===== src/rtl/hrp_pkg.sv =====
// Package for the HTTP request header parser.
// Holds byte codes, role codes, the GET text and the word types; no dependencies.
package hrp_pkg;

  localparam int MAX_LINES_DEFAULT = 128;
  localparam int LINE_W = 7;

  localparam logic [7:0] BYTE_LF    = 8'h0A;
  localparam logic [7:0] BYTE_CR    = 8'h0D;
  localparam logic [7:0] BYTE_COLON = 8'h3A;
  localparam logic [7:0] BYTE_SPACE = 8'h20;

  typedef enum logic [2:0] {
    ROLE_METHOD  = 3'd0,
    ROLE_URL     = 3'd1,
    ROLE_VERSION = 3'd2,
    ROLE_NAME    = 3'd3,
    ROLE_VALUE   = 3'd4,
    ROLE_SEP     = 3'd5,
    ROLE_IGNORED = 3'd6
  } role_t;

  typedef struct packed {
    logic [7:0] data_byte;
    logic       new_request;
  } in_word_t;

  typedef struct packed {
    role_t             role;
    logic [LINE_W-1:0] line_number;
    logic              line_end;
    logic              headers_done;
    logic              method_is_get;
    logic              line_overflow;
  } result_t;

  function automatic logic [7:0] get_char(input logic [1:0] idx);
    logic [7:0] c;
    case (idx)
      2'd0:    c = 8'h47;
      2'd1:    c = 8'h45;
      2'd2:    c = 8'h54;
      default: c = 8'h00;
    endcase
    return c;
  endfunction

endpackage


===== src/rtl/http_request_header_parser_core.sv =====
// Top level of the HTTP request header parser.
// Instantiates hrp_in_stage, hrp_parse and hrp_out_stage; uses hrp_pkg.
//
// The core tags each byte of an HTTP request with its role, line number and
// line-end status, one result word for every input word, in order. It takes
// one byte per cycle while the consumer does not stall. Each byte is held in
// the input register and its result word in the result register. The rate
// is set by the parse stage, which updates the whole parser state for each
// byte it takes. An input register and a result register part the two sides,
// so one further byte is taken while a result waits on a stalled consumer.
// Setting new_request with a byte clears all parser state before that byte.
module http_request_header_parser_core
  import hrp_pkg::*;
#(
  parameter int MAX_LINES = MAX_LINES_DEFAULT
) (
  input  logic              clk,
  input  logic              rst,
  input  logic              in_valid,
  output logic              in_stall,
  input  logic [7:0]        data_byte,
  input  logic              new_request,
  output logic              out_valid,
  input  logic              out_stall,
  output logic [2:0]        role,
  output logic [LINE_W-1:0] line_number,
  output logic              line_end,
  output logic              headers_done,
  output logic              method_is_get,
  output logic              line_overflow
);

  in_word_t in_word;
  in_word_t held_word;
  logic     held_valid;
  logic     advance;
  logic     fire;
  result_t  res;
  result_t  out_word;

  assign in_word.data_byte   = data_byte;
  assign in_word.new_request = new_request;
  assign fire = held_valid && advance;

  hrp_in_stage u_in (
    .clk        (clk),
    .rst        (rst),
    .in_valid   (in_valid),
    .in_stall   (in_stall),
    .in_word    (in_word),
    .advance    (advance),
    .held_valid (held_valid),
    .held_word  (held_word)
  );

  hrp_parse #(
    .MAX_LINES (MAX_LINES)
  ) u_parse (
    .clk  (clk),
    .rst  (rst),
    .fire (fire),
    .word (held_word),
    .res  (res)
  );

  hrp_out_stage u_out (
    .clk       (clk),
    .rst       (rst),
    .load      (fire),
    .res       (res),
    .out_stall (out_stall),
    .advance   (advance),
    .out_valid (out_valid),
    .out_word  (out_word)
  );

  assign role          = out_word.role;
  assign line_number   = out_word.line_number;
  assign line_end      = out_word.line_end;
  assign headers_done  = out_word.headers_done;
  assign method_is_get = out_word.method_is_get;
  assign line_overflow = out_word.line_overflow;

endmodule


===== src/rtl/hrp_in_stage.sv =====
// Input register of the header parser.
// Holds one accepted word until the parse stage takes it; uses hrp_pkg.
module hrp_in_stage
  import hrp_pkg::*;
(
  input  logic     clk,
  input  logic     rst,
  input  logic     in_valid,
  output logic     in_stall,
  input  in_word_t in_word,
  input  logic     advance,
  output logic     held_valid,
  output in_word_t held_word
);

  assign in_stall = held_valid && !advance;

  always_ff @(posedge clk) begin
    if (rst) begin
      held_valid <= 1'b0;
    end else if (in_valid && !in_stall) begin
      held_valid <= 1'b1;
    end else if (advance) begin
      held_valid <= 1'b0;
    end
  end

  always_ff @(posedge clk) begin
    if (in_valid && !in_stall) begin
      held_word <= in_word;
    end
  end

endmodule


===== src/rtl/hrp_parse.sv =====
// Parse stage: parser state registers and the per-byte next-state logic.
// Produces one result word per consumed byte; uses hrp_pkg.
module hrp_parse
  import hrp_pkg::*;
#(
  parameter int MAX_LINES = MAX_LINES_DEFAULT
) (
  input  logic     clk,
  input  logic     rst,
  input  logic     fire,
  input  in_word_t word,
  output result_t  res
);

  localparam int LAST_INT = (MAX_LINES - 1 > 127) ? 127 : MAX_LINES - 1;
  localparam logic [LINE_W-1:0] LAST_LINE = LAST_INT[LINE_W-1:0];

  logic              last_was_cr, last_was_cr_next;
  logic [LINE_W-1:0] current_line, current_line_next;
  logic              line_length, line_length_next;
  logic              colon_seen, colon_seen_next;
  logic [1:0]        space_count, space_count_next;
  logic [1:0]        get_match_progress, get_match_progress_next;
  logic              get_mismatch, get_mismatch_next;
  logic              finished, finished_next;
  logic              overflowed, overflowed_next;

  always_comb begin
    logic [7:0] b;
    b = word.data_byte;
    if (word.new_request) begin
      last_was_cr_next        = 1'b0;
      current_line_next       = '0;
      line_length_next        = 1'b0;
      colon_seen_next         = 1'b0;
      space_count_next        = 2'd0;
      get_match_progress_next = 2'd0;
      get_mismatch_next       = 1'b0;
      finished_next           = 1'b0;
      overflowed_next         = 1'b0;
    end else begin
      last_was_cr_next        = last_was_cr;
      current_line_next       = current_line;
      line_length_next        = line_length;
      colon_seen_next         = colon_seen;
      space_count_next        = space_count;
      get_match_progress_next = get_match_progress;
      get_mismatch_next       = get_mismatch;
      finished_next           = finished;
      overflowed_next         = overflowed;
    end

    res.line_number  = current_line_next;
    res.line_end     = 1'b0;
    res.headers_done = 1'b0;
    res.role         = ROLE_IGNORED;

    if (finished_next) begin
      res.role = ROLE_IGNORED;
    end else if (b == BYTE_LF && last_was_cr_next) begin
      res.role     = ROLE_SEP;
      res.line_end = 1'b1;
      if (!line_length_next) begin
        res.headers_done = 1'b1;
        finished_next    = 1'b1;
      end else if (current_line_next >= LAST_LINE) begin
        current_line_next = LAST_LINE;
        overflowed_next   = 1'b1;
      end else begin
        current_line_next = current_line_next + 1'b1;
      end
      last_was_cr_next = 1'b0;
      line_length_next = 1'b0;
      colon_seen_next  = 1'b0;
    end else begin
      if (b != BYTE_CR || last_was_cr_next) begin
        line_length_next = 1'b1;
      end
      if (current_line_next == '0) begin
        if (b == BYTE_SPACE && space_count_next < 2'd2) begin
          res.role         = ROLE_SEP;
          space_count_next = space_count_next + 1'b1;
        end else if (space_count_next == 2'd0) begin
          res.role = ROLE_METHOD;
          if (!get_mismatch_next) begin
            if (get_match_progress_next < 2'd3 &&
                b == get_char(get_match_progress_next)) begin
              get_match_progress_next = get_match_progress_next + 1'b1;
            end else begin
              get_mismatch_next = 1'b1;
            end
          end
        end else if (space_count_next == 2'd1) begin
          res.role = ROLE_URL;
        end else begin
          res.role = ROLE_VERSION;
        end
      end else if (!colon_seen_next && b == BYTE_COLON) begin
        res.role        = ROLE_SEP;
        colon_seen_next = 1'b1;
      end else begin
        res.role = colon_seen_next ? ROLE_VALUE : ROLE_NAME;
      end
      last_was_cr_next = (b == BYTE_CR);
    end

    res.method_is_get = (get_match_progress_next == 2'd3) && !get_mismatch_next;
    res.line_overflow = overflowed_next;
  end

  always_ff @(posedge clk) begin
    if (rst) begin
      last_was_cr        <= 1'b0;
      current_line       <= '0;
      line_length        <= 1'b0;
      colon_seen         <= 1'b0;
      space_count        <= 2'd0;
      get_match_progress <= 2'd0;
      get_mismatch       <= 1'b0;
      finished           <= 1'b0;
      overflowed         <= 1'b0;
    end else if (fire) begin
      last_was_cr        <= last_was_cr_next;
      current_line       <= current_line_next;
      line_length        <= line_length_next;
      colon_seen         <= colon_seen_next;
      space_count        <= space_count_next;
      get_match_progress <= get_match_progress_next;
      get_mismatch       <= get_mismatch_next;
      finished           <= finished_next;
      overflowed         <= overflowed_next;
    end
  end

`ifndef ASSERT_OFF
  a_overflow_sticky: assert property (@(posedge clk) disable iff (rst)
    fire && overflowed && !word.new_request |=> overflowed)
    else $error("line overflow flag cleared without a new request");

  a_done_finishes: assert property (@(posedge clk) disable iff (rst)
    fire && res.headers_done |=> finished)
    else $error("end of headers did not stop parsing");

  a_line_bound: assert property (@(posedge clk) disable iff (rst)
    current_line <= LAST_LINE)
    else $error("line counter beyond last line");

  a_ignored_quiet: assert property (@(posedge clk) disable iff (rst)
    fire && res.role == ROLE_IGNORED |-> !res.line_end && !res.headers_done)
    else $error("ignored byte reported a line end");
`endif

endmodule


===== src/rtl/hrp_out_stage.sv =====
// Result register of the header parser.
// Holds one result word until the consumer takes it; uses hrp_pkg.
module hrp_out_stage
  import hrp_pkg::*;
(
  input  logic    clk,
  input  logic    rst,
  input  logic    load,
  input  result_t res,
  input  logic    out_stall,
  output logic    advance,
  output logic    out_valid,
  output result_t out_word
);

  assign advance = !out_valid || !out_stall;

  always_ff @(posedge clk) begin
    if (rst) begin
      out_valid <= 1'b0;
    end else if (load) begin
      out_valid <= 1'b1;
    end else if (!out_stall) begin
      out_valid <= 1'b0;
    end
  end

  always_ff @(posedge clk) begin
    if (load) begin
      out_word <= res;
    end
  end

endmodule


===== config.mk =====
export PLATFORM = sky130hd
export DESIGN_NAME = http_request_header_parser_core
export DESIGN_NICKNAME = d
export VERILOG_FILES = /design/src/rtl/hrp_pkg.sv /design/src/rtl/http_request_header_parser_core.sv /design/src/rtl/hrp_in_stage.sv /design/src/rtl/hrp_parse.sv /design/src/rtl/hrp_out_stage.sv
export SDC_FILE = /design/constraint.sdc
export NUM_CORES = 1
export LEC_CHECK = 0
export ABC_AREA = 1
export BUFFER_PORTS_ARGS = -buffer_cell sky130_fd_sc_hd__clkbuf_2
export CORE_UTILIZATION = 25
export DETAILED_ROUTE_END_ITERATION = 10
export PLACE_DENSITY = 0.42
export SYNTH_ARGS = -nofsm -noshare
export SYNTH_HDL_FRONTEND = slang
export SYNTH_SLANG_ARGS = --single-unit

===== constraint.sdc =====
create_clock -name clk -period 2.3 [get_ports clk]
set_input_delay 0.46 -clock clk [delete_from_list [all_inputs] [get_ports clk]]
set_output_delay 0.46 -clock clk [all_outputs]
set_load 0.03 [all_outputs]

==> results.sh, run 1 <==
export IMPL_max_cap_violations=0
export IMPL_max_freq_mhz=496
export IMPL_worstSetupStartpointType="flop"
export IMPL_synth_nets=289
export IMPL_outcome="finished clean"
export IMPL_die_h_um=96.2
export IMPL_synthTopCellsByCount="nand2_1, inv_1, nor2_1"
export IMPL_finalMaxSlewViolations=0
export IMPL_clk_latency_ns=0.29
export IMPL_ys_async_sr_fraction_pct=0
export IMPL_area_delta_synth_final_pct=18.1
export IMPL_cp_common_cell="nand2_1"
export IMPL_initial_core_util_pct=25.7
export IMPL_p_leak_nw=1.17
export IMPL_synth_cell_types=33
export IMPL_io_pins=29
export IMPL_path_class="reg2reg"
export IMPL_rr_endpoint="u_out.out_word[1]$_DFFE_PP_"
export IMPL_synth_seq_area_share_pct=48.3
export IMPL_min_to="u_in.held_word[1]$_DFFE_PP_"
export IMPL_grt_pass1_wl_um=8300
export IMPL_holdCritStartpoint="data_byte[0]"
export IMPL_holdWs_ns=0.334
export IMPL_r2r_setup_slack_ns=0.29
export IMPL_hp_class="in2reg"
export IMPL_crit_path_max_fanout=12
export IMPL_num_rows=34
export IMPL_avgSynthCellArea_um2=8.19
export IMPL_finalWorstPathRequiredPeriod_ns=2.01
export IMPL_final_hold_violation_count=0
export IMPL_max_slew_margin_pct=70.1
export IMPL_port_buffers=28
export IMPL_crit_chain="inv_4 -> nand2_4 -> ha_1 -> nand2_1 -> nand2_1 -> nor2_1 -> nand4_1 -> nor2_1 -> nand2_1 -> nand2_1 -> and2_1 -> nor2_1"
export IMPL_diodes=0
export IMPL_fin_nets=326
export IMPL_end_kind="flop"
export IMPL_skew_ns=0.00658
export IMPL_synthCells=271
export IMPL_path_clk_slew_ns=0.09
export IMPL_r2r_start="u_in.held_word[0]$_DFFE_PP_"
export IMPL_grtUsageTotal_pct=11.8
export IMPL_whs_path_depth=1
export IMPL_cts_made_buffers=5
export IMPL_synth_edf_count=23
export IMPL_final_antenna_net_count=0
export IMPL_wl_um=5060
export IMPL_critPathMaxStageDelay_ns=0.50
export IMPL_ctsRootBufferMaster="clkbuf_8"
export IMPL_cts_sinks=42
export IMPL_gr_total_overflow=0
export IMPL_yosys_area_top_type_share_pct=31.1
export IMPL_power_density_nw_per_um2=620
export IMPL_tightest_slew_ns=0.447
export IMPL_drive_gt1_share_pct=19.1
export IMPL_dpl_hpwl_um=3770
export IMPL_die_area_um2=9250
export IMPL_ys_seq_elements=42
export IMPL_syn_area_um2=2220
export IMPL_drt_iter0_drc=98
export IMPL_grt_start_max_net_pins=21
export IMPL_gp_congestion=0.829
export IMPL_wl_per_cell_um=12.1
export IMPL_post_route_period_util_pct=87.6
export IMPL_synthFlopType="edfxtp_1"
export IMPL_antenna_found_initial=0
export IMPL_ys_warn_count=0
export IMPL_first_pass_iters=5
export IMPL_htree_levels=2
export IMPL_cts_path_max_buffers=2
export IMPL_critPathRequiredTime_ns=2.36
export IMPL_grt_pass1_vias=1705
export IMPL_synth_most_common_cell="nand2_1"
export IMPL_die_x_um=96.2
export IMPL_totalNegativeSetupSlack_ns=0
export IMPL_cp_arrival_ns=2.07
export IMPL_cp_slowest_cell="edfxtp_1"
export IMPL_rsz0062_at_grt="no"
export IMPL_ir_drop_uv=216
export IMPL_coreArea_um2=8640
export IMPL_vias=1806
export IMPL_setup_viol=0
export IMPL_vias_per_cell=4.33
export IMPL_cts_tree="done"
export IMPL_drc_errors=0
export IMPL_yosys_area_top_type="edfxtp_1"
export IMPL_r2r_cells=12
export IMPL_synth_area_top_cells="edfxtp_1, dfxtp_1, nand2_1"
through the flow:
step	cells	power [mW]	instance area [µm²]	util [%]	worst slack (ns)
detailed placement	407	1.05	2490	28.9	0.197
global route	417	1.70	2620	30.3	0.0325
CTS	415	1.65	2610	30.2	0.184
finish	417	1.62	2620	30.3	0.285
floorplan	271	0.991	2220	-	0.413
global placement	407	1.05	2490	28.9	0.251
timing repair:
| action | 4_1_cts | 5_1_grt |
|---|---|---|
| hold buffers | 0 | 0 |
| gates resized for setup | 0 | 0 |
| buffers inserted | 0 | 2 |
| endpoints found under the setup margin | 0 | 1 |
worst max-delay path: cells and delay by family (launching register included):
kind,cells,cell delay (ns)
and+or+nand+nor,10,0.87
DFF,1,0.50
buffers and inverters,1,0.21
adders and majority gates,1,0.19
cells in the final DEF (no fill, tap or decap), types with 5 or more instances in the layout:
master,instances
ha_1,5
inv_1,44
clkbuf_8,5
dfxtp_1,19
buf_4,7
nand3_1,24
o21ai_0,13
nor2_1,26
a21oi_1,21
nand4_1,7
clkbuf_2,28
nor3_1,5
nand2_1,51
edfxtp_1,23
final cells by class:
| type | instances | area [µm²] |
|---|---|---|
| sequential | 42 | 1070 |
| clock buffer | 6 | 72.6 |
| clock inverter | 2 | 37.5 |
| tap | 108 | 135 |
| timing repair buffer | 35 | 193 |
| inverter | 46 | 175 |
| fill | 930 | 6020 |
| multi-input combinational | 178 | 936 |
cells by family after synthesis:
| family | after synthesis | share of synthesized area, % |
|---|---|---|
| simple gates | 130 | 28.7 |
| buf+inv | 51 | 9.64 |
| flops | 42 | 48.3 |
| compound gates | 41 | 9.81 |
| fa+ha+maj | 5 | 2.82 |
| xor+xnor | 2 | 0.790 |
layer usage:
layer	share of wire, %	up-vias	GRT usage, %
li1	-	958	-
met1	53	814	16.7
met2	43	30	18.4
met3	3.2	4	2.21
met4	0.79	0	2.99
met5	0	-	0
state kept, by name (all words and copies together) (netlist names):
name,flops
u_parse.finished,1
u_parse.get_mismatch,1
u_in.held_word,9
u_parse.get_match_progress,2
u_parse.last_was_cr,1
u_parse.colon_seen,1
u_parse.current_line,7
u_parse.space_count,2
u_parse.line_length,1
u_out.out_valid,1
u_parse.overflowed,1
u_in.held_valid,1
u_out.out_word,14
how the worst max path moves through the flow:
| stage | start | end | slack [ns] |
|---|---|---|---|
| 2_1_floorplan | u_in.held_word[0]$_DFFE_PP_ | u_out.out_word[1]$_DFFE_PP_ | 0.41 |
| 3_3_place_gp | u_in.held_word[0]$_DFFE_PP_ | u_out.out_word[1]$_DFFE_PP_ | 0.25 |
| 3_5_place_dp | u_in.held_word[0]$_DFFE_PP_ | u_out.out_word[1]$_DFFE_PP_ | 0.20 |
| 4_1_cts | u_in.held_word[0]$_DFFE_PP_ | u_out.out_word[1]$_DFFE_PP_ | 0.18 |
| 5_1_grt | u_in.held_word[0]$_DFFE_PP_ | u_out.out_word[1]$_DFFE_PP_ | 0.03 |
| 6_report | u_in.held_word[0]$_DFFE_PP_ | u_out.out_word[1]$_DFFE_PP_ | 0.29 |
where the power goes:
group	internal, mW	switching [mW]
sequential	0.828	0.0206
clock	0.324	0.269
combinational	0.0592	0.123
total	1.21	0.413
Power figures use the tool's default switching activity.
==> inputs of run 2 (changes only) <==
--- a/config.mk
+++ b/config.mk
@@ -7,6 +7,7 @@
 export LEC_CHECK = 0
 export ABC_AREA = 1
 export BUFFER_PORTS_ARGS = -buffer_cell sky130_fd_sc_hd__clkbuf_2
+export CORE_ASPECT_RATIO = 0.8
 export CORE_UTILIZATION = 25
 export DETAILED_ROUTE_END_ITERATION = 10
 export PLACE_DENSITY = 0.42
==> run 2 against run 1 <==
Sequential cell count unchanged. Wire length increased by 0.61%. Global-route usage about the same. Critical endpoint unchanged. Sequential power about the same. Non-clock buffer count decreased by 3. First-iteration DRC count increased by 5.1%. Register-to-register slack got worse by 0.06 ns.
==> results.sh, run 2 (synthesis gave the netlist of run 1 again) <==
export IMPL_ctsRootBufferMaster="clkbuf_8"
export IMPL_initial_core_util_pct=25.9
export IMPL_path_class="reg2reg"
export IMPL_crit_path_max_fanout=8
export IMPL_met1_length_um=3000
export IMPL_finalMaxSlewViolations=0
export IMPL_path_buf_inv=2
export IMPL_rsz0062_at_grt="no"
export IMPL_route_met3_wl_um=171
export IMPL_cts_hold_buffers=0
export IMPL_clk_latency_ns=0.29
export IMPL_p_int_mw=1.09
export IMPL_final_hold_violation_count=0
export IMPL_dp_cells=408
export IMPL_area_delta_synth_final_pct=16.2
export IMPL_drc_errors=0
export IMPL_ir_drop_uv=225
export IMPL_p_leak_nw=1.14
export IMPL_top_register="u_out.out_word"
export IMPL_io_pins=29
export IMPL_mostFrequentLayoutCells="nand2_1, inv_1, clkbuf_2"
export IMPL_grt_start_max_net_pins=20
export IMPL_skew_ns=0.00487
export IMPL_drive_gt1_share_pct=18.3
export IMPL_die_area_um2=9260
export IMPL_crit_chain="buf_4 -> nor2_1 -> inv_1 -> ha_1 -> nand2_1 -> nand2_1 -> nor2_1 -> nand4_1 -> nor2_1 -> nand2_1 -> nand2_1 -> and2_1 -> nor2_1"
export IMPL_switchingPower_mw=0.410
export IMPL_cp_slowest_cell="edfxtp_1"
export IMPL_power_density_nw_per_um2=583
export IMPL_grt_pass1_wl_um=8380
export IMPL_die_h_um=86.3
export IMPL_hp_class="in2reg"
export IMPL_highest_layer="met4"
export IMPL_whs_path_depth=1
export IMPL_end_kind="flop"
export IMPL_cts_tree="done"
export IMPL_outcome="finished clean"
export IMPL_finalWorstPathRequiredPeriod_ns=2.07
export IMPL_diodes=0
export IMPL_worstSetupStartpointType="flop"
export IMPL_r2r_cells=13
export IMPL_r2r_start="u_in.held_word[0]$_DFFE_PP_"
export IMPL_dpl_hpwl_um=3890
export IMPL_post_route_period_util_pct=90.0
export IMPL_critPathMaxStageDelay_ns=0.36
export IMPL_totalNegativeSetupSlack_ns=0
export IMPL_path_clk_slew_ns=0.09
export IMPL_fill_cells=932
export IMPL_max_slew_margin_pct=70.0
export IMPL_final_antenna_net_count=0
export IMPL_gp_congestion=0.817
export IMPL_cts_made_buffers=5
export IMPL_pwr_share_clk_pct=31.5
export IMPL_stdcell_count=418
export IMPL_vias=1769
export IMPL_largest_register_ffs=14
export IMPL_power_share_switching_pct=27.3
export IMPL_cts_resized=0
export IMPL_r2r_setup_slack_ns=0.23
export IMPL_cts_path_max_buffers=2
export IMPL_first_pass_iters=4
export IMPL_final_common_cell="nand2_1"
export IMPL_gr_total_overflow=0
export IMPL_num_rows=30
export IMPL_drt_iter0_drc=103
export IMPL_cp_top_family="simple AND/OR/NAND/NOR gates"
export IMPL_cts_sinks=42
export IMPL_cts_setup_buffers=0
export IMPL_grtUsageTotal_pct=11.9
export IMPL_min_to="u_in.held_word[6]$_DFFE_PP_"
export IMPL_max_cap_violations=0
export IMPL_comb_power_share_pct=12.3
export IMPL_rr_endpoint="u_out.out_word[1]$_DFFE_PP_"
export IMPL_htree_levels=2
export IMPL_fin_nets=323
export IMPL_tightest_slew_ns=0.448
export IMPL_reg_top3="u_out.out_word x14, u_in.held_word x9, u_parse.current_line x7"
export IMPL_cp_arrival_ns=2.13
export IMPL_die_x_um=107
export IMPL_critPathRequiredTime_ns=2.36
export IMPL_wl_met2_um=1880
export IMPL_holdCritStartpoint="data_byte[5]"
export IMPL_vias_per_cell=4.23
export IMPL_antenna_found_initial=0
export IMPL_grt_pass1_vias=1675
export IMPL_max_freq_mhz=483
export IMPL_wl_um=5090
export IMPL_seqPwrFrac_pct=56.3
export IMPL_wl_per_cell_um=12.2
export IMPL_setup_viol=0
export IMPL_port_buffers=28
export IMPL_coreArea_um2=8560
## run 2: power groups by stage
stage | clock, mW | combinational, mW | sequential, mW
floorplan | 0 | 0.107 | 0.884
global route | 0.518 | 0.205 | 0.851
CTS | 0.493 | 0.178 | 0.850
detailed placement | 0 | 0.178 | 0.868
finish | 0.473 | 0.184 | 0.846
global placement | 0 | 0.178 | 0.868
## run 2: final cells by class
class                           instances  area, µm²  area share [%]
Sequential cell                        42       1070            41.6
Multi-Input combinational cell        178        936            36.3
Inverter                               46        175            6.80
Timing Repair Buffer                   32        170            6.60
Tap cell                              112        140            5.44
Clock buffer                            5       68.8            2.67
Clock inverter                          3       16.3           0.631
## run 2: routing by layer
layer  GRT usage, %  up-vias
met4           3.36        0
li1               -      959
met3           2.41        2
met1           19.0      777
met2           15.6       31
met5              0        -
## run 2: worst max-delay path by stage
stage,start,endpoint,slack [ns],cells past startpoint
2_1_floorplan,u_in.held_word[0]$_DFFE_PP_,u_out.out_word[1]$_DFFE_PP_,0.41,14
3_3_place_gp,u_in.held_word[0]$_DFFE_PP_,u_out.out_word[1]$_DFFE_PP_,0.19,12
3_5_place_dp,u_in.held_word[0]$_DFFE_PP_,u_out.out_word[1]$_DFFE_PP_,0.15,12
4_1_cts,u_in.held_word[0]$_DFFE_PP_,u_out.out_word[1]$_DFFE_PP_,0.13,12
5_1_grt,u_in.held_word[0]$_DFFE_PP_,u_out.out_word[1]$_DFFE_PP_,0.04,13
6_report,u_in.held_word[0]$_DFFE_PP_,u_out.out_word[1]$_DFFE_PP_,0.23,13
## run 2: worst reg2reg max path, stage by stage (launching register included)
cell and delay [ns]:
edfxtp_1 0.36, buf_4 0.18, nor2_1 0.16, inv_1 0.08, ha_1 0.21, nand2_1 0.07, nand2_1 0.04, nor2_1 0.12
nand4_1 0.10, nor2_1 0.18, nand2_1 0.09, nand2_1 0.08, and2_1 0.12, nor2_1 0.04
## run 2: metrics by stage
| step | utilization, % | setup WS, ns | hold WS [ns] | total power [mW] | instance area (µm²) |
|---|---|---|---|---|---|
| 2_1_floorplan | - | 0.413 | 0.445 | 0.991 | 2220 |
| 3_3_place_gp | 28.9 | 0.192 | 0.455 | 1.05 | 2480 |
| 3_5_place_dp | 28.9 | 0.146 | 0.458 | 1.05 | 2480 |
| 4_1_cts | 29.9 | 0.127 | 0.327 | 1.52 | 2560 |
| 5_1_grt | 30.1 | 0.0437 | 0.319 | 1.57 | 2580 |
| 6_report | 30.1 | 0.230 | 0.337 | 1.50 | 2580 |
